`src/hw/rtl/assert_macros.svh`:
```
// Assertion macros shared by the encoder RTL.
// Included by modules that check their own sequencing; no other dependencies.
`ifndef ASSERT_MACROS_SVH
`define ASSERT_MACROS_SVH

// Same-cycle implication, held off while reset is low
`define ASSERT_IMPLY(label, clk, rst_n, ante, cons, msg) \
    label: assert property (@(posedge clk) disable iff (!(rst_n)) (ante) |-> (cons)) \
        else $error(msg);

// Next-cycle implication, held off while reset is low
`define ASSERT_NEXT(label, clk, rst_n, ante, cons, msg) \
    label: assert property (@(posedge clk) disable iff (!(rst_n)) (ante) |=> (cons)) \
        else $error(msg);

`endif

```
`src/hw/rtl/tce_pkg.sv`:
```
// Shared types, codes and tables of the Thrift encoder.
// Holds the control word layout, program addresses and entry decode; no dependencies.
`default_nettype none

package tce_pkg;

    // Request function codes
    localparam logic [3:0] FUNC_STOP   = 4'd0;
    localparam logic [3:0] FUNC_BYTE   = 4'd1;
    localparam logic [3:0] FUNC_BOOL   = 4'd2;
    localparam logic [3:0] FUNC_I16    = 4'd3;
    localparam logic [3:0] FUNC_I32    = 4'd4;
    localparam logic [3:0] FUNC_I64    = 4'd5;
    localparam logic [3:0] FUNC_VARINT = 4'd6;
    localparam logic [3:0] FUNC_FIELD  = 4'd7;
    localparam logic [3:0] FUNC_LIST   = 4'd8;
    localparam logic [3:0] FUNC_MAP    = 4'd9;
    localparam logic [3:0] FUNC_STRLEN = 4'd10;

    // Standard type code of bool
    localparam logic [3:0] TYPE_BOOL = 4'd2;

    // Compact constants
    localparam logic [3:0] NIB_TRUE     = 4'h1;
    localparam logic [3:0] NIB_FALSE    = 4'h2;
    localparam logic [3:0] NIB_LONG     = 4'hF;
    localparam logic [31:0] LIST_SHORT_MAX = 32'd14;

    localparam int PcW = 5;
    typedef logic [PcW-1:0] t_pc;

    // Byte source of a step
    typedef enum logic [3:0] {
        BS_NONE, BS_ZERO, BS_VALUE, BS_BOOL_BIN, BS_BOOL_CMP, BS_FTYPE, BS_VTYPE,
        BS_HELD, BS_FIELD_HDR, BS_LIST_HDR, BS_MAP_TYPES, BS_VARINT, BS_BE
    } t_bsrc;

    // Shift register load source
    typedef enum logic [3:0] {
        LS_NONE, LS_BE16, LS_BE32, LS_BE64, LS_BE_FID, LS_BE_SIZE, LS_ZZ16, LS_ZZ32,
        LS_ZZ64, LS_RAW, LS_SIZE, LS_ZZ_FID, LS_ZZ_HELD
    } t_lsrc;

    typedef enum logic [1:0] {LP_NONE, LP_VARINT, LP_BE} t_loop;

    typedef enum logic [2:0] {
        CD_TRUE, CD_HELD_SHORT, CD_FIELD_SHORT, CD_SIZE_LE14, CD_SIZE_ZERO
    } t_cond;

    typedef enum logic [1:0] {AC_NEXT, AC_END, AC_DISPATCH} t_act;

    // One control word of the program
    typedef struct packed {
        t_bsrc emit;
        t_lsrc load;
        t_loop loop;
        t_cond cond;
        t_act  on_true;
        t_act  on_false;
    } t_uword;

    typedef struct packed {
        t_pc   pc;
        t_lsrc load;
    } t_entry;

    // Sequencer to datapath
    typedef struct packed {
        logic  accept;
        logic  fire;
        logic  load_en;
        t_lsrc lsrc;
        logic  commit;
        t_bsrc emit;
        t_loop loop;
        t_cond cond;
    } t_dp_ctl;

    // Datapath to sequencer
    typedef struct packed {
        logic [7:0] out_byte;
        logic       stay;
        logic       cond_hit;
        logic       pending;
        t_entry     own;
    } t_dp_stat;

    // Program addresses
    localparam t_pc PC_HELD_GO     = t_pc'(0);
    localparam t_pc PC_HELD_GO_V   = t_pc'(1);
    localparam t_pc PC_HELD_END    = t_pc'(2);
    localparam t_pc PC_HELD_END_V  = t_pc'(3);
    localparam t_pc PC_EMPTY       = t_pc'(4);
    localparam t_pc PC_ZERO        = t_pc'(5);
    localparam t_pc PC_VALUE       = t_pc'(6);
    localparam t_pc PC_BOOL_BIN    = t_pc'(7);
    localparam t_pc PC_BOOL_CMP    = t_pc'(8);
    localparam t_pc PC_BIN_MAP     = t_pc'(9);
    localparam t_pc PC_BIN_MAP_V   = t_pc'(10);
    localparam t_pc PC_BE_END      = t_pc'(11);
    localparam t_pc PC_BIN_HDR     = t_pc'(12);
    localparam t_pc PC_BIN_HDR_BE  = t_pc'(13);
    localparam t_pc PC_VAR_END     = t_pc'(14);
    localparam t_pc PC_FIELD       = t_pc'(15);
    localparam t_pc PC_FIELD_V     = t_pc'(16);
    localparam t_pc PC_LIST        = t_pc'(17);
    localparam t_pc PC_LIST_V      = t_pc'(18);
    localparam t_pc PC_MAP         = t_pc'(19);
    localparam t_pc PC_MAP_TYPES   = t_pc'(20);
    localparam t_pc PC_LAST        = PC_MAP_TYPES;

    // Compact type nibble of a standard type code
    function automatic logic [3:0] ctype_of(input logic [3:0] code);
        logic [3:0] nib;
        case (code)
            4'd2:    nib = 4'd2;
            4'd3:    nib = 4'd3;
            4'd4:    nib = 4'd7;
            4'd6:    nib = 4'd4;
            4'd8:    nib = 4'd5;
            4'd10:   nib = 4'd6;
            4'd11:   nib = 4'd8;
            4'd12:   nib = 4'd12;
            4'd13:   nib = 4'd11;
            4'd14:   nib = 4'd10;
            4'd15:   nib = 4'd9;
            default: nib = 4'd0;
        endcase
        return nib;
    endfunction

    // Program entry and preload of a request's own bytes
    function automatic t_entry own_entry(input logic compact, input logic [3:0] func,
                                         input logic [3:0] ftype);
        t_entry e;
        e = '{pc: PC_EMPTY, load: LS_NONE};
        if (!compact) begin
            unique case (func)
                FUNC_STOP:   e = '{pc: PC_ZERO,     load: LS_NONE};
                FUNC_BYTE:   e = '{pc: PC_VALUE,    load: LS_NONE};
                FUNC_BOOL:   e = '{pc: PC_BOOL_BIN, load: LS_NONE};
                FUNC_I16:    e = '{pc: PC_BE_END,   load: LS_BE16};
                FUNC_I32:    e = '{pc: PC_BE_END,   load: LS_BE32};
                FUNC_I64:    e = '{pc: PC_BE_END,   load: LS_BE64};
                FUNC_FIELD:  e = '{pc: PC_BIN_HDR,  load: LS_BE_FID};
                FUNC_LIST:   e = '{pc: PC_BIN_HDR,  load: LS_BE_SIZE};
                FUNC_MAP:    e = '{pc: PC_BIN_MAP,  load: LS_BE_SIZE};
                FUNC_STRLEN: e = '{pc: PC_BE_END,   load: LS_BE_SIZE};
                default:     e = '{pc: PC_EMPTY,    load: LS_NONE};
            endcase
        end else begin
            unique case (func)
                FUNC_STOP:   e = '{pc: PC_ZERO,     load: LS_NONE};
                FUNC_BYTE:   e = '{pc: PC_VALUE,    load: LS_NONE};
                FUNC_BOOL:   e = '{pc: PC_BOOL_CMP, load: LS_NONE};
                FUNC_I16:    e = '{pc: PC_VAR_END,  load: LS_ZZ16};
                FUNC_I32:    e = '{pc: PC_VAR_END,  load: LS_ZZ32};
                FUNC_I64:    e = '{pc: PC_VAR_END,  load: LS_ZZ64};
                FUNC_VARINT: e = '{pc: PC_VAR_END,  load: LS_RAW};
                FUNC_FIELD:  e = (ftype == TYPE_BOOL) ? t_entry'{pc: PC_EMPTY, load: LS_NONE}
                                                      : t_entry'{pc: PC_FIELD, load: LS_NONE};
                FUNC_LIST:   e = '{pc: PC_LIST,     load: LS_NONE};
                FUNC_MAP:    e = '{pc: PC_MAP,      load: LS_SIZE};
                FUNC_STRLEN: e = '{pc: PC_VAR_END,  load: LS_SIZE};
                default:     e = '{pc: PC_EMPTY,    load: LS_NONE};
            endcase
        end
        return e;
    endfunction

endpackage

`default_nettype wire

```
`src/hw/rtl/tce_if.sv`:
```
// Handshake channels of the Thrift encoder: request, output byte and config write.
// Plain valid/ready interfaces; no package dependencies.
`default_nettype none

interface tce_req_if;
    logic        valid;
    logic        ready;
    logic [3:0]  func;
    logic signed [63:0] value;
    logic [3:0]  field_type;
    logic [3:0]  value_type;
    logic signed [15:0] field_id;

    modport source (output valid, func, value, field_type, value_type, field_id,
                    input ready);
    modport sink   (input valid, func, value, field_type, value_type, field_id,
                    output ready);
endinterface

interface tce_byte_if;
    logic       valid;
    logic       ready;
    logic [7:0] out_byte;
    logic       last;

    modport source (output valid, out_byte, last, input ready);
    modport sink   (input valid, out_byte, last, output ready);
endinterface

interface tce_cfg_if;
    logic valid;
    logic ready;
    logic compact_mode;

    modport source (output valid, compact_mode, input ready);
    modport sink   (input valid, compact_mode, output ready);
endinterface

`default_nettype wire

```
`src/hw/rtl/tce_ucode_rom.sv`:
```
// Control store of the encoder sequencer: one control word per program step.
// Depends on tce_pkg for the control word layout and program addresses.
`default_nettype none

module tce_ucode_rom
    import tce_pkg::*;
(
    input  t_pc    i_pc,
    output t_uword o_word
);

    function automatic t_uword uw(input t_bsrc e, input t_lsrc l, input t_loop lp,
                                  input t_cond c, input t_act t, input t_act f);
        return '{emit: e, load: l, loop: lp, cond: c, on_true: t, on_false: f};
    endfunction

    // Decode the step address into its control word
    always_comb begin
        unique case (i_pc)
            // Held bool header, then the request's own bytes
            PC_HELD_GO:    o_word = uw(BS_HELD, LS_ZZ_HELD, LP_NONE, CD_HELD_SHORT,
                                       AC_DISPATCH, AC_NEXT);
            PC_HELD_GO_V:  o_word = uw(BS_VARINT, LS_NONE, LP_VARINT, CD_TRUE,
                                       AC_DISPATCH, AC_DISPATCH);
            // Held bool header alone
            PC_HELD_END:   o_word = uw(BS_HELD, LS_ZZ_HELD, LP_NONE, CD_HELD_SHORT,
                                       AC_END, AC_NEXT);
            PC_HELD_END_V: o_word = uw(BS_VARINT, LS_NONE, LP_VARINT, CD_TRUE, AC_END, AC_END);
            PC_EMPTY:      o_word = uw(BS_NONE, LS_NONE, LP_NONE, CD_TRUE, AC_END, AC_END);
            PC_ZERO:       o_word = uw(BS_ZERO, LS_NONE, LP_NONE, CD_TRUE, AC_END, AC_END);
            PC_VALUE:      o_word = uw(BS_VALUE, LS_NONE, LP_NONE, CD_TRUE, AC_END, AC_END);
            PC_BOOL_BIN:   o_word = uw(BS_BOOL_BIN, LS_NONE, LP_NONE, CD_TRUE, AC_END, AC_END);
            PC_BOOL_CMP:   o_word = uw(BS_BOOL_CMP, LS_NONE, LP_NONE, CD_TRUE, AC_END, AC_END);
            // Binary map: key type, value type, size
            PC_BIN_MAP:    o_word = uw(BS_FTYPE, LS_NONE, LP_NONE, CD_TRUE, AC_NEXT, AC_NEXT);
            PC_BIN_MAP_V:  o_word = uw(BS_VTYPE, LS_NONE, LP_NONE, CD_TRUE, AC_NEXT, AC_NEXT);
            PC_BE_END:     o_word = uw(BS_BE, LS_NONE, LP_BE, CD_TRUE, AC_END, AC_END);
            // Binary field or list: type byte, then id or size
            PC_BIN_HDR:    o_word = uw(BS_FTYPE, LS_NONE, LP_NONE, CD_TRUE, AC_NEXT, AC_NEXT);
            PC_BIN_HDR_BE: o_word = uw(BS_BE, LS_NONE, LP_BE, CD_TRUE, AC_END, AC_END);
            PC_VAR_END:    o_word = uw(BS_VARINT, LS_NONE, LP_VARINT, CD_TRUE, AC_END, AC_END);
            // Compact field: short form ends, long form adds the zigzag id
            PC_FIELD:      o_word = uw(BS_FIELD_HDR, LS_ZZ_FID, LP_NONE, CD_FIELD_SHORT,
                                       AC_END, AC_NEXT);
            PC_FIELD_V:    o_word = uw(BS_VARINT, LS_NONE, LP_VARINT, CD_TRUE, AC_END, AC_END);
            // Compact list: short form ends, long form adds the size
            PC_LIST:       o_word = uw(BS_LIST_HDR, LS_SIZE, LP_NONE, CD_SIZE_LE14,
                                       AC_END, AC_NEXT);
            PC_LIST_V:     o_word = uw(BS_VARINT, LS_NONE, LP_VARINT, CD_TRUE, AC_END, AC_END);
            // Compact map: size varint (a lone zero when empty), then the types
            PC_MAP:        o_word = uw(BS_VARINT, LS_NONE, LP_VARINT, CD_SIZE_ZERO,
                                       AC_END, AC_NEXT);
            PC_MAP_TYPES:  o_word = uw(BS_MAP_TYPES, LS_NONE, LP_NONE, CD_TRUE, AC_END, AC_END);
            default:       o_word = uw(BS_NONE, LS_NONE, LP_NONE, CD_TRUE, AC_END, AC_END);
        endcase
    end

endmodule

`default_nettype wire

```
`src/hw/rtl/tce_datapath.sv`:
```
// Datapath of the encoder: request latch, shift register, byte select and held header.
// Depends on tce_pkg; driven step by step by the sequencer in the top level.
`default_nettype none

module tce_datapath
    import tce_pkg::*;
(
    input  logic        i_clk,
    input  logic        i_rst_n,
    input  logic        i_compact,
    input  logic [3:0]  i_func,
    input  logic [63:0] i_value,
    input  logic [3:0]  i_field_type,
    input  logic [3:0]  i_value_type,
    input  logic [15:0] i_field_id,
    input  t_dp_ctl     i_ctl,
    output t_dp_stat    o_stat
);

    `include "assert_macros.svh"

    // Latched request
    logic [3:0]  r_func;
    logic [63:0] r_value;
    logic [3:0]  r_ftype;
    logic [3:0]  r_vtype;
    logic [15:0] r_fid;
    logic [3:0]  r_delta;

    // Emission shift register and byte count
    logic [63:0] r_sh;
    logic [3:0]  r_cnt;

    // Persistent encoder state
    logic [15:0] r_prev, n_prev;
    logic        r_pending, n_pending;
    logic [15:0] r_held_id, n_held_id;
    logic [3:0]  r_held_delta, n_held_delta;

    logic [63:0] src_value;
    logic [15:0] src_fid;
    logic [31:0] src_size;
    logic [63:0] ld_sh;
    logic [3:0]  ld_cnt;
    logic [16:0] id_diff;
    logic [3:0]  in_delta;
    logic        more;
    logic [31:0] r_size;
    logic [3:0]  ct_f;
    logic [3:0]  ct_v;
    logic [3:0]  held_nib;
    logic        set_hold;
    logic [7:0]  sel_byte;

    function automatic logic [31:0] zz16(input logic [15:0] x);
        logic [31:0] s;
        s = {{16{x[15]}}, x};
        return {s[30:0], 1'b0} ^ {32{s[31]}};
    endfunction

    function automatic logic [31:0] zz32(input logic [31:0] u);
        return {u[30:0], 1'b0} ^ {32{u[31]}};
    endfunction

    // Pick load operands: request ports on accept, latched request afterwards
    always_comb begin
        src_value = i_ctl.accept ? i_value : r_value;
        src_fid   = i_ctl.accept ? i_field_id : r_fid;
        src_size  = src_value[31:0];
    end

    // Shift register load value and byte count
    always_comb begin
        ld_sh  = 64'h0;
        ld_cnt = 4'd1;
        case (i_ctl.lsrc)
            LS_BE16:    begin ld_sh = {src_value[15:0], 48'h0}; ld_cnt = 4'd2; end
            LS_BE32:    begin ld_sh = {src_value[31:0], 32'h0}; ld_cnt = 4'd4; end
            LS_BE64:    begin ld_sh = src_value;                ld_cnt = 4'd8; end
            LS_BE_FID:  begin ld_sh = {src_fid, 48'h0};         ld_cnt = 4'd2; end
            LS_BE_SIZE: begin ld_sh = {src_size, 32'h0};        ld_cnt = 4'd4; end
            LS_ZZ16:    ld_sh = {32'h0, zz16(src_value[15:0])};
            LS_ZZ32:    ld_sh = {32'h0, zz32(src_size)};
            LS_ZZ64:    ld_sh = {src_value[62:0], 1'b0} ^ {64{src_value[63]}};
            LS_RAW:     ld_sh = src_value;
            LS_SIZE:    ld_sh = {32'h0, src_size};
            LS_ZZ_FID:  ld_sh = {32'h0, zz16(src_fid)};
            LS_ZZ_HELD: ld_sh = {32'h0, zz16(r_held_id)};
            default:    ld_sh = 64'h0;
        endcase
    end

    // Field id delta against the previous id, zero selects the long form
    always_comb begin
        id_diff  = {i_field_id[15], i_field_id} - {r_prev[15], r_prev};
        in_delta = (!id_diff[16] && id_diff[15:4] == 12'h0) ? id_diff[3:0] : 4'h0;
    end

    // Select the outgoing byte
    always_comb begin
        more     = |r_sh[63:7];
        r_size   = r_value[31:0];
        ct_f     = ctype_of(r_ftype);
        ct_v     = ctype_of(r_vtype);
        held_nib = (i_compact && r_func == FUNC_BOOL && r_value != 64'h0) ? NIB_TRUE
                                                                           : NIB_FALSE;
        sel_byte = 8'h00;
        case (i_ctl.emit)
            BS_VALUE:     sel_byte = r_value[7:0];
            BS_BOOL_BIN:  sel_byte = {7'h0, r_value != 64'h0};
            BS_BOOL_CMP:  sel_byte = {4'h0, (r_value != 64'h0) ? NIB_TRUE : NIB_FALSE};
            BS_FTYPE:     sel_byte = {4'h0, r_ftype};
            BS_VTYPE:     sel_byte = {4'h0, r_vtype};
            BS_HELD:      sel_byte = {r_held_delta, held_nib};
            BS_FIELD_HDR: sel_byte = {r_delta, ct_f};
            BS_LIST_HDR:  sel_byte = (r_size <= LIST_SHORT_MAX)
                                     ? {r_size[3:0], ct_f} : {NIB_LONG, ct_f};
            BS_MAP_TYPES: sel_byte = {ct_f, ct_v};
            BS_VARINT:    sel_byte = {more, r_sh[6:0]};
            BS_BE:        sel_byte = r_sh[63:56];
            default:      sel_byte = 8'h00;
        endcase
    end

    // Loop and branch status for the sequencer
    always_comb begin
        o_stat.out_byte = sel_byte;
        case (i_ctl.loop)
            LP_VARINT: o_stat.stay = more;
            LP_BE:     o_stat.stay = (r_cnt != 4'd1);
            default:   o_stat.stay = 1'b0;
        endcase
        case (i_ctl.cond)
            CD_HELD_SHORT:  o_stat.cond_hit = (r_held_delta != 4'h0);
            CD_FIELD_SHORT: o_stat.cond_hit = (r_delta != 4'h0);
            CD_SIZE_LE14:   o_stat.cond_hit = (r_size <= LIST_SHORT_MAX);
            CD_SIZE_ZERO:   o_stat.cond_hit = (r_size == 32'h0);
            default:        o_stat.cond_hit = 1'b1;
        endcase
        o_stat.pending = r_pending;
        o_stat.own     = own_entry(i_compact, r_func, r_ftype);
    end

    // Next encoder state: id on accept, held header on completion
    always_comb begin
        n_prev       = r_prev;
        n_pending    = r_pending;
        n_held_id    = r_held_id;
        n_held_delta = r_held_delta;
        set_hold     = i_compact && r_func == FUNC_FIELD && r_ftype == TYPE_BOOL;
        if (i_ctl.accept && i_compact && i_func == FUNC_FIELD) begin
            n_prev = i_field_id;
        end
        if (i_ctl.commit && r_func <= FUNC_STRLEN) begin
            n_pending = set_hold;
            if (set_hold) begin
                n_held_id    = r_fid;
                n_held_delta = r_delta;
            end
        end
    end

    always_ff @(posedge i_clk) begin
        if (!i_rst_n) begin
            r_prev       <= 16'h0;
            r_pending    <= 1'b0;
            r_held_id    <= 16'h0;
            r_held_delta <= 4'h0;
        end else begin
            r_prev       <= n_prev;
            r_pending    <= n_pending;
            r_held_id    <= n_held_id;
            r_held_delta <= n_held_delta;
        end
    end

    // Latch the request and advance the shift register
    always_ff @(posedge i_clk) begin
        if (i_ctl.accept) begin
            r_func  <= i_func;
            r_value <= i_value;
            r_ftype <= i_field_type;
            r_vtype <= i_value_type;
            r_fid   <= i_field_id;
            r_delta <= in_delta;
        end
        if (i_ctl.load_en) begin
            r_sh  <= ld_sh;
            r_cnt <= ld_cnt;
        end else if (i_ctl.fire) begin
            case (i_ctl.loop)
                LP_VARINT: r_sh <= {7'h0, r_sh[63:7]};
                LP_BE: begin
                    r_sh  <= {r_sh[55:0], 8'h0};
                    r_cnt <= r_cnt - 4'd1;
                end
                default: r_sh <= r_sh;
            endcase
        end
    end

    `ASSERT_IMPLY(a_hold_matches_prev, i_clk, i_rst_n, $rose(r_pending), r_prev == r_held_id, "held header id differs from last field id")
    `ASSERT_IMPLY(a_be_count_live, i_clk, i_rst_n, i_ctl.fire && i_ctl.loop == LP_BE, r_cnt != 4'd0, "big-endian step with empty byte count")

endmodule

`default_nettype wire

```
`src/hw/rtl/thrift_compact_encoder.sv`:
```
// Top level of the Thrift serializer: sequencer, output register and mode register.
// Depends on tce_pkg, tce_if, tce_ucode_rom and tce_datapath.
//
// Usage:
//   i_req  takes one write request (func, value, field_type, value_type, field_id).
//   o_out  returns the serialized bytes in stream order; last marks the final
//          byte caused by a request. A request may cause no bytes at all.
//   i_cfg  writes compact_mode (1 compact form, 0 big-endian binary form);
//          it is always ready and should be written only while idle.
// Timing:
//   A request is taken when the block is idle. A microcode program then runs
//   one step per cycle while no emitting step waits on the output, one output
//   byte per emitting step; the step counter loops on a step while a varint or
//   big-endian field has bytes left. The request channel stays not ready until
//   the program ends, so the next request is taken only once the block is idle.
//   The first byte enters the output register when the first emitting step fires.
// Reset and stalls:
//   Reset selects compact mode, clears the field id history and drops any
//   held bool header. While o_out.ready is low and the output register holds
//   a byte, an emitting step waits; the byte stays and none is lost or repeated.
`default_nettype none

module thrift_compact_encoder
    import tce_pkg::*;
(
    input  logic              i_clk,
    input  logic              i_rst_n,
    tce_req_if.sink           i_req,
    tce_byte_if.source        o_out,
    tce_cfg_if.sink           i_cfg
);

    `include "assert_macros.svh"

    typedef enum logic {ST_IDLE, ST_RUN} t_seq_state;

    t_seq_state r_state, n_state;
    t_pc        r_pc, n_pc;
    logic       r_out_valid, n_out_valid;
    logic [7:0] r_out_byte, n_out_byte;
    logic       r_out_last, n_out_last;
    logic       r_compact;

    t_uword   uword;
    t_dp_ctl  ctl;
    t_dp_stat stat;
    t_entry   own_in;
    t_entry   start;
    t_act     act;
    logic     out_free;
    logic     needs_out;
    logic     fire;
    logic     complete;
    logic     accept;
    logic     func_ok;
    logic     consume;

    tce_ucode_rom u_rom (
        .i_pc   (r_pc),
        .o_word (uword)
    );

    tce_datapath u_dp (
        .i_clk        (i_clk),
        .i_rst_n      (i_rst_n),
        .i_compact    (r_compact),
        .i_func       (i_req.func),
        .i_value      (i_req.value),
        .i_field_type (i_req.field_type),
        .i_value_type (i_req.value_type),
        .i_field_id   (i_req.field_id),
        .i_ctl        (ctl),
        .o_stat       (stat)
    );

    // Mode register write port
    assign i_cfg.ready = 1'b1;

    always_ff @(posedge i_clk) begin
        if (!i_rst_n) begin
            r_compact <= 1'b1;
        end else if (i_cfg.valid) begin
            r_compact <= i_cfg.compact_mode;
        end
    end

    // Handshakes and step execution
    always_comb begin
        out_free  = !r_out_valid || o_out.ready;
        needs_out = (uword.emit != BS_NONE);
        fire      = (r_state == ST_RUN) && (!needs_out || out_free);
        complete  = fire && !stat.stay;
        act       = stat.cond_hit ? uword.on_true : uword.on_false;
        accept    = i_req.valid && (r_state == ST_IDLE);
    end

    // Program entry for a new request: flush a held header first
    always_comb begin
        own_in  = own_entry(r_compact, i_req.func, i_req.field_type);
        func_ok = (i_req.func <= FUNC_STRLEN);
        consume = r_compact && (i_req.func == FUNC_BOOL);
        if (func_ok && stat.pending) begin
            start.pc   = (consume || own_in.pc == PC_EMPTY) ? PC_HELD_END : PC_HELD_GO;
            start.load = LS_NONE;
        end else begin
            start = own_in;
        end
    end

    // Drive the datapath
    always_comb begin
        ctl.accept = accept;
        ctl.fire   = fire;
        ctl.emit   = uword.emit;
        ctl.loop   = uword.loop;
        ctl.cond   = uword.cond;
        ctl.commit = complete && (act == AC_END);
        if (accept) begin
            ctl.lsrc = start.load;
        end else if (complete && act == AC_DISPATCH) begin
            ctl.lsrc = stat.own.load;
        end else if (complete) begin
            ctl.lsrc = uword.load;
        end else begin
            ctl.lsrc = LS_NONE;
        end
        ctl.load_en = (ctl.lsrc != LS_NONE);
    end

    // Step counter, jumps and output register
    always_comb begin
        n_state     = r_state;
        n_pc        = r_pc;
        n_out_valid = r_out_valid;
        n_out_byte  = r_out_byte;
        n_out_last  = r_out_last;
        if (accept) begin
            n_state = ST_RUN;
            n_pc    = start.pc;
        end else if (complete) begin
            unique case (act)
                AC_NEXT:     n_pc = r_pc + t_pc'(1);
                AC_DISPATCH: n_pc = stat.own.pc;
                AC_END:      n_state = ST_IDLE;
                default:     n_state = ST_IDLE;
            endcase
        end
        if (fire && needs_out) begin
            n_out_valid = 1'b1;
            n_out_byte  = stat.out_byte;
            n_out_last  = complete && (act == AC_END);
        end else if (o_out.ready) begin
            n_out_valid = 1'b0;
        end
    end

    always_ff @(posedge i_clk) begin
        if (!i_rst_n) begin
            r_state     <= ST_IDLE;
            r_pc        <= PC_EMPTY;
            r_out_valid <= 1'b0;
        end else begin
            r_state     <= n_state;
            r_pc        <= n_pc;
            r_out_valid <= n_out_valid;
        end
        r_out_byte <= n_out_byte;
        r_out_last <= n_out_last;
    end

    assign i_req.ready    = (r_state == ST_IDLE);
    assign o_out.valid    = r_out_valid;
    assign o_out.out_byte = r_out_byte;
    assign o_out.last     = r_out_last;

    `ASSERT_IMPLY(a_pc_in_program, i_clk, i_rst_n, r_state == ST_RUN, r_pc <= PC_LAST, "step counter outside program")
    `ASSERT_IMPLY(a_dispatch_from_held, i_clk, i_rst_n, complete && act == AC_DISPATCH, (r_pc == PC_HELD_GO) || (r_pc == PC_HELD_GO_V), "dispatch outside held header program")
    `ASSERT_NEXT(a_last_ends_item, i_clk, i_rst_n, fire && needs_out && complete && act == AC_END, (r_state == ST_IDLE) && r_out_valid && r_out_last, "final byte without returning to idle")

endmodule

`default_nettype wire

```
`src/flat_wrapper.sv`:
```
// flat-port wrapper written by rule: the top's interface ports become plain ports
module thrift_compact_encoder_flat import tce_pkg::*;
  (i_clk, i_rst_n, i_req_valid, i_req_func, i_req_value, i_req_field_type, i_req_value_type, i_req_field_id, i_req_ready, o_out_valid, o_out_out_byte, o_out_last, o_out_ready, i_cfg_valid, i_cfg_compact_mode, i_cfg_ready);
  tce_req_if i_req_i ();
  tce_byte_if o_out_i ();
  tce_cfg_if i_cfg_i ();
  input  logic i_clk;
  input  logic i_rst_n;
  input wire logic [$bits(i_req_i.valid)-1:0] i_req_valid;
  input wire logic [$bits(i_req_i.func)-1:0] i_req_func;
  input wire logic [$bits(i_req_i.value)-1:0] i_req_value;
  input wire logic [$bits(i_req_i.field_type)-1:0] i_req_field_type;
  input wire logic [$bits(i_req_i.value_type)-1:0] i_req_value_type;
  input wire logic [$bits(i_req_i.field_id)-1:0] i_req_field_id;
  output wire logic [$bits(i_req_i.ready)-1:0] i_req_ready;
  output wire logic [$bits(o_out_i.valid)-1:0] o_out_valid;
  output wire logic [$bits(o_out_i.out_byte)-1:0] o_out_out_byte;
  output wire logic [$bits(o_out_i.last)-1:0] o_out_last;
  input wire logic [$bits(o_out_i.ready)-1:0] o_out_ready;
  input wire logic [$bits(i_cfg_i.valid)-1:0] i_cfg_valid;
  input wire logic [$bits(i_cfg_i.compact_mode)-1:0] i_cfg_compact_mode;
  output wire logic [$bits(i_cfg_i.ready)-1:0] i_cfg_ready;
  assign i_req_i.valid = i_req_valid;
  assign i_req_i.func = i_req_func;
  assign i_req_i.value = i_req_value;
  assign i_req_i.field_type = i_req_field_type;
  assign i_req_i.value_type = i_req_value_type;
  assign i_req_i.field_id = i_req_field_id;
  assign i_req_ready = i_req_i.ready;
  assign o_out_valid = o_out_i.valid;
  assign o_out_out_byte = o_out_i.out_byte;
  assign o_out_last = o_out_i.last;
  assign o_out_i.ready = o_out_ready;
  assign i_cfg_i.valid = i_cfg_valid;
  assign i_cfg_i.compact_mode = i_cfg_compact_mode;
  assign i_cfg_ready = i_cfg_i.ready;
  thrift_compact_encoder u_core (.i_clk(i_clk), .i_rst_n(i_rst_n), .i_req(i_req_i), .o_out(o_out_i), .i_cfg(i_cfg_i));
endmodule
```
`config.mk`:
```
export PLATFORM = sky130hd
export DESIGN_NAME = thrift_compact_encoder_flat
export DESIGN_NICKNAME = d
export VERILOG_FILES = /design/src/hw/rtl/tce_pkg.sv /design/src/hw/rtl/tce_if.sv /design/src/hw/rtl/tce_ucode_rom.sv /design/src/hw/rtl/tce_datapath.sv /design/src/hw/rtl/thrift_compact_encoder.sv /design/src/flat_wrapper.sv
export VERILOG_INCLUDE_DIRS = /design/src /design/src/hw/rtl
export SDC_FILE = /design/constraint.sdc
export NUM_CORES = 1
export LEC_CHECK = 0
export BUFFER_PORTS_ARGS = -buffer_cell sky130_fd_sc_hd__buf_2
export CORE_MARGIN = 2
export CORE_UTILIZATION = 40
export DETAILED_ROUTE_END_ITERATION = 8
export PLACE_DENSITY = 0.56
export SLEW_MARGIN = 20
export SYNTH_ARGS = -nofsm -noshare
export SYNTH_HDL_FRONTEND = slang
export SYNTH_SLANG_ARGS = --single-unit
```
`constraint.sdc`:
```
create_clock -name i_clk -period 8.6 [get_ports i_clk]
set_input_delay 0.43 -clock i_clk [delete_from_list [all_inputs] [get_ports i_clk]]
set_output_delay 0.43 -clock i_clk [all_outputs]
set_load 0.1 [all_outputs]
```
# ---- Word level (Yosys, flattened, before mapping)
# Memories as Yosys holds them, arrays and structs flattened. A register that Yosys moved wholly into a read port is not among the register bits.
# Cells that the tools add are included.
# Widths: inputs -> output; s select.
dict set report op_classes {
  n_addsub 3
  order_cmp 3
  eq_ne 56
  mux 41
  n_bitwise 6
  n_reduce_logical 49
}
# op count
set ops {}
lappend ops {{$pmux 64 s10} 1}
lappend ops {{$pmux 9 s11} 2}
lappend ops {{$mux 64} 3}
lappend ops {{$pmux 64 s2} 1}
lappend ops {{$xor 32x32->32} 4}
lappend ops {{$pmux 8 s11} 1}
lappend ops {{$eq 4x3->1 const B} 16}
lappend ops {{$eq 4x4->1 const B} 16}
lappend ops {{$reduce_bool 64->1} 1}
lappend ops {{$xor 64x64->64} 1}
lappend ops {{$reduce_or 57->1} 1}
lappend ops {{$eq 4x2->1 const B} 10}
lappend ops {{$mux 4} 9}
lappend ops {{$le 32x4->1 const B} 1}
lappend ops {{$logic_not 32->1} 1}
lappend ops {{$mux 9} 3}
lappend ops {{$mux 8} 3}
lappend ops {{$mux 5} 4}
lappend ops {{$sub 16x16->17} 1}
lappend ops {{$logic_and 1x1->1} 16}
lappend ops {{$mux 16} 1}
lappend ops {{$reduce_bool 4->1} 4}
lappend ops {{$eq 4x1->1 const B} 3}
lappend ops {{$logic_not 12->1} 1}
lappend ops {{26 further kinds} 54}
dict set report word_totals {
  register_bits 218
  rom_bits 896
  in_bits 98
  output_inout_bits 12
  wordCells 181
  mem_count 5
}
# name words width read_ports rd_clocked_by_memory_dff wr line
set mem_list {}
lappend mem_list {{(no name shown)} 32 17 1 1 0 tce_ucode_rom.sv:19} ;# unique case (i_pc)
lappend mem_list {{(no name shown)} 16 7 1 0 0 tce_pkg.sv:138} ;# unique case (func)
lappend mem_list {{(no name shown)} 16 7 1 1 0 tce_pkg.sv:138}
lappend mem_list {{(no name shown)} 16 4 1 1 0 tce_pkg.sv:115} ;# case (code)
lappend mem_list {{(no name shown)} 16 4 1 1 0 tce_pkg.sv:115}

# ---- Logic depth before layout (Yosys ltp)
dict set report logic_depth {
  depth_word 13
  mapped_depth 16
  mapped_depth_nobuf 15
}

# ---- By module
# A second synthesis with hierarchy kept.
dict set report hier_totals {
  cells_unflattened 1566
  area_unflattened_um2 14480.1
}
# module n_inst cells_each area_per_inst_um2
set modules_own_cells {}
lappend modules_own_cells {tce_datapath 1 1337 12627.1}
lappend modules_own_cells {thrift_compact_encoder 1 170 1432.6}
lappend modules_own_cells {tce_ucode_rom 1 59 420.4}

# ---- Worst setup path before layout
# OpenSTA, ideal clock, no wires.
dict set report synth_timing {
  path_kind {register -> register}
  start {register u_core.r_out_valid (netlist: u_core.o_out.valid)}
  end {register u_core.u_dp.r_sh[0], enable pin}
  setup_ps 574
  t_arrival_ps 5522
  required_ps 8026
  slack_ps 2504
  stages_incl_launch_ff 4
  synth_period_minus_slack_ps 6096
  cell_sequence {dfxtp_1 > nand2b_1 > o21ai_0 > o21ai_0}
}
dict set report synth_between {
  elab_chain_cells 11
}
# element line
set synth_rtl {}
lappend synth_rtl {{start, declared} thrift_compact_encoder.sv:39} ;# logic r_out_valid, n_out_valid;
lappend synth_rtl {{start signal, assigned} thrift_compact_encoder.sv:165} ;# r_out_valid <= n_out_valid;
lappend synth_rtl {{$logic_not 1->1 (*)} thrift_compact_encoder.sv:89} ;# out_free = !r_out_valid || o_out.ready;
lappend synth_rtl {{$logic_or 1x1->1 (*)} thrift_compact_encoder.sv:89}
lappend synth_rtl {{$logic_or 1x1->1 (*)} thrift_compact_encoder.sv:91} ;# fire = (r_state == ST_RUN) && (!needs_out || out_free);
lappend synth_rtl {{$logic_and 1x1->1 (*)} thrift_compact_encoder.sv:91}
lappend synth_rtl {{$logic_and 1x1->1} thrift_compact_encoder.sv:92} ;# complete = fire && !stat.stay;
lappend synth_rtl {{$mux 4 or $logic_and 1x1->1 (tied branches)} {thrift_compact_encoder.sv:122, thrift_compact_encoder.sv:120}}
lappend synth_rtl {{$mux 4} thrift_compact_encoder.sv:120} ;# end else if (complete && act == AC_DISPATCH) begin
lappend synth_rtl {{$mux 4} thrift_compact_encoder.sv:118} ;# if (accept) begin
lappend synth_rtl {{$reduce_bool 4->1} thrift_compact_encoder.sv:127} ;# ctl.load_en = (ctl.lsrc != LS_NONE);
lappend synth_rtl {{$reduce_bool 3->1 (no source line) or $reduce_bool 2->1 (tied branches)} --}
lappend synth_rtl {{$reduce_and 2->1 (no source line) (*)} --}
lappend synth_rtl {{end signal, assigned} tce_datapath.sv:192} ;# LP_VARINT: r_sh <= {7'h0, r_sh[63:7]};
lappend synth_rtl {{end signal, assigned} tce_datapath.sv:194} ;# r_sh <= {r_sh[55:0], 8'h0};
lappend synth_rtl {{end signal, assigned} tce_datapath.sv:197} ;# default: r_sh <= r_sh;
lappend synth_rtl {{end, declared} tce_datapath.sv:31} ;# logic [63:0] r_sh;
# Every way passes the cells marked *; elsewhere a longest branch is shown, timed or not.
# A chain may end at the register's enable or synchronous reset.

# ---- Worst setup path in the final report
dict set report layout_timing {
  start {register u_core.u_dp.r_sh[32]}
  end {register u_core.u_dp.r_sh[15], data pin}
}
dict set report layout_between {
  elab_chain_cells 11
}
# element line
set layout_rtl {}
lappend layout_rtl {{start signal, assigned} tce_datapath.sv:188} ;# r_sh <= ld_sh;
lappend layout_rtl {{start signal, assigned} tce_datapath.sv:192}
lappend layout_rtl {{start signal, assigned} tce_datapath.sv:194}
lappend layout_rtl {{$reduce_or 57->1 (*)} tce_datapath.sv:101} ;# more = |r_sh[63:7];
lappend layout_rtl {{$pmux 1 s2 (*)} tce_datapath.sv:128} ;# case (i_ctl.loop)
lappend layout_rtl {{$logic_not 1->1 (*)} thrift_compact_encoder.sv:92}
lappend layout_rtl {{$logic_and 1x1->1 (*)} thrift_compact_encoder.sv:92}
lappend layout_rtl {{$mux 4 or $logic_and 1x1->1 (tied branches)} {thrift_compact_encoder.sv:122, thrift_compact_encoder.sv:120}}
lappend layout_rtl {{$mux 4 (*)} thrift_compact_encoder.sv:120}
lappend layout_rtl {{$mux 4 (*)} thrift_compact_encoder.sv:118}
lappend layout_rtl {{$eq 4x4->1, or another cell as far along} tce_datapath.sv:76} ;# case (i_ctl.lsrc)
lappend layout_rtl {{$reduce_or 2->1 (no source line)} --}
lappend layout_rtl {{$pmux 64 s10} tce_datapath.sv:76}
lappend layout_rtl {{$mux 64 (*)} tce_datapath.sv:187} ;# if (i_ctl.load_en) begin
# Marked as above.

==> out/results.md <==
- **run status** finished clean
- **number of synthesized flops with an enable pin** 93
- **Cell Int Power** 2.506 mW
- **final-layout fill cell count** 3696
- **first-pass GRT wire length** 80580 um
- **TritonCTS clock tree** built
- **total congestion overflow after global routing** 0
- **final critical-path share of the clock period** 0.6349
- **starting utilization of the core area** 0.4037
- **diode count** 0
- **Clock Sinks** 249
- **via count of the first global-routing pass** 12475
- **initial antenna violation count** 0
- **clock-pin slew on the worst setup and hold paths** 0.07 ns
- **total setup violations reported at the end of the flow** 0
- **sequential element share of the synthesized area** 0.3909
- **total number of yosys warnings** 0
- **setup TNS** 0 ns
- **worst slew slack as a fraction of its limit** 0.2781
- **Worst setup EP type** register
- **post-cts resize count** 0
- **startpoint types** register
- **io pins** 110
- **net switching power of the design** 1.278 mW
- **maximum level of the CTS H-tree** 1
- **leakage power summed over all cells** 6.602 nW
- **area delta synth->final** 13.29%
- **number of instances in the synthesized netlist** 1680
- **TritonCTS Buffers** 29
- **worst-case hold slack** 0.05457 ns
- **data required time of the critical path** 8.91 ns
- **top area cells in the synthesized netlist** sky130_fd_sc_hd__dfxtp_1 21%, sky130_fd_sc_hd__edfxtp_1 18%, sky130_fd_sc_hd__mux2i_1 9.3%
- **number of nets still failing antenna checks after routing** 0
- **Switching Share** 0.3378
- **site row count** 71
- **unrepaired setup endpoints after global routing** no
- **worst clock skew** 0.02963 ns
- **Post-CTS Repair Setup Buffers** 0
- **number of remaining DRC errors** 0
- **Sequential Area** 5916 sq um
- **highest ir drop seen on vdd** 0.0001521 V
- **top cell type by total area after synthesis** sky130_fd_sc_hd__dfxtp_1
- **count of final max-slew check failures** 0
- **power share of the combinational group** 0.245
- **Hold Crit Class** input pin to register
- **total number of vias** 13392
- **clock insertion delay at the later pin of the skew report** 0.57 ns
- **Final GP Congestion** 0.9752
- **proportion of power drawn by the clock network** 0.340
- **worst slack at placement** 3.291 ns
- **largest net degree at the start of global routing** 65
- **die width** 198.5 um
- **number of search-and-repair iterations in the first detailed-routing pass** 8
- **portion of synthesized cell area occupied by the leading cell type** 0.2063
- **Power Total** 3.785 mW
- **achievable clock frequency** 0.1832 GHz
- **DIE AREA** 39410 sq um
- **total number of nets in the final design** 1893
- **Placeable Area** 37490 sq um
- **Final Worst Setup Slack** 3.140 ns
- **post-synth cell types** 88
- **Max FO, Critical Path** 18
- **Pwr Density** 220.7 nW/um^2
- **syn nets** 1823
- **Max clock buf depth** 3
- **proportion of layout cells with a drive suffix above 1** 0.1354
- **Sequential Power Share** 0.414
- **Initial DRC Count** 1687
- **most frequent cells in the layout** 270 x sky130_fd_sc_hd__nand2_1, 156 x sky130_fd_sc_hd__dfxtp_1, 138 x sky130_fd_sc_hd__mux2i_1
- **commonest register cell after synthesis** sky130_fd_sc_hd__dfxtp_1
- **data arrival time of the critical path** 5.77 ns
- **Final min period** 5.460 ns
- **number of max-cap violations** 0
- **#FFs+latches synth** 249
- **synthesized area per cell** 9.009 sq um
- **total routed wirelength** 54270 um
- **classification of the worst setup path** register to register
- **Final HPWL DP** 40870 um
- **combined global-route utilization of all metal layers** 0.2723
- **most frequent standard cell in the layout excluding fill and tap cells** sky130_fd_sc_hd__nand2_1
- **post-DR wirelength/cell** 23.77 um
- **Fin. Hold Viols** 0
- **library cell used as clock root buffer** sky130_fd_sc_hd__clkbuf_16
- **Worst Max-Slew Pin Slew** 1.053 ns
- **Port-buffer cells** 108
- **cell area after synthesis** 15130 sq um
- **average via count per standard cell** 5.866
- **final core utilization** 0.4573
- **area of the multi-input gates** 8433 sq um
- **y dimension of the die** 198.5 um
- **share of flip-flops with an asynchronous set or reset** 0
- **total of hold buffers inserted after clock tree synthesis** 0
[routing by layer]
metal	part of all wire	vias to the layer above	global-route usage
met1	0.46	6428	0.4035
met4	0.024	0	0.06302
met5	0	-	0
met3	0.097	86	0.06002
li1	-	6236	-
met2	0.42	642	0.4008
[cell usage after synthesis (all sizes together) (35+ instances only)]
master    n
ha       44
edfxtp   93
nand2   272
clkbuf   62
inv     110
nor2    109
a21oi    45
buf      35
xnor2    69
dfxtp   156
nor4     39
mux2i   140
a21boi   46
o21ai    74
[path summary, 6_finish.rpt]
check | startpoint | end | slack (ns) | cells past startpoint
worst max-delay path | u_core.u_dp.r_sh[32] | u_core.u_dp.r_sh[15] | 3.14 | 9
worst min-delay path | i_req_value_type[1] | u_core.u_dp.r_vtype[1] | 0.05 | 1
worst max register to register | u_core.u_dp.r_sh[32] | u_core.u_dp.r_sh[15] | 3.14 | 9
worst min register to register | u_core.u_dp.r_prev[2] | u_core.u_dp.r_prev[2] | 0.46 | 2
[registers in the layout, summed over array words and instances (netlist names), 5 cells and up, named ones only]
signal                 cells
u_core.u_dp.r_value       64
u_core.u_dp.r_held_id     16
u_core.u_rom.o_word       16
u_core.r_pc                5
u_core.u_dp.r_sh          64
u_core.o_out.out_byte      8
u_core.u_dp.r_prev        16
u_core.u_dp.r_fid         16
[area by class of cell]
type | count | share of cell area
Clock buffer | 44 | 0.05167
Clock inverter | 9 | 0.006130
Inverter | 110 | 0.02423
Multi-Input combinational cell | 1224 | 0.4919
Sequential cell | 249 | 0.3450
Tap cell | 511 | 0.03729
Timing Repair Buffer | 136 | 0.04379
[logic make-up (layout without fill, tap and decap cells)]
logic type,Yosys count,count (layout),share of synthesized area
compound gates,395,395,0.1952
simple gates,542,542,0.1651
flops,249,249,0.3909
other cells,1,1,0.0002478
mux,151,151,0.1038
xor+xnor,90,90,0.05208
buf+inv,207,299,0.05506
fa+ha+maj,45,45,0.03770
[stage by stage]
stage | std cells | area [sq um]
finish | 2283 | 17150
global route | 2283 | 17150
CTS | 2283 | 17150
detailed placement | 2230 | 16150
global placement | 2230 | 16150
floorplan | 1680 | 15130
[power by group through the flow]
stage	Clock [mW]	Sequential (mW)	Combinational, mW
after floorplan	0	1.53	0.609
after global placement	0	1.59	0.904
final	1.29	1.57	0.928
after detailed placement	0	1.59	0.906
after CTS	1.31	1.56	0.910
after global routing	1.35	1.58	0.997
[critical path, stage by stage (launching register included)]
cell	delay [ns]
sky130_fd_sc_hd__edfxtp_1	0.46
sky130_fd_sc_hd__nor4_1	0.43
sky130_fd_sc_hd__nand4_1	0.20
sky130_fd_sc_hd__nor4_1	0.82
sky130_fd_sc_hd__o21ai_1	0.53
sky130_fd_sc_hd__o311ai_2	0.96
sky130_fd_sc_hd__nand2b_1	0.28
sky130_fd_sc_hd__a311o_1	0.83
sky130_fd_sc_hd__o21ai_0	0.21
sky130_fd_sc_hd__a2111o_1	0.46
Power figures use the tool's default switching activity.
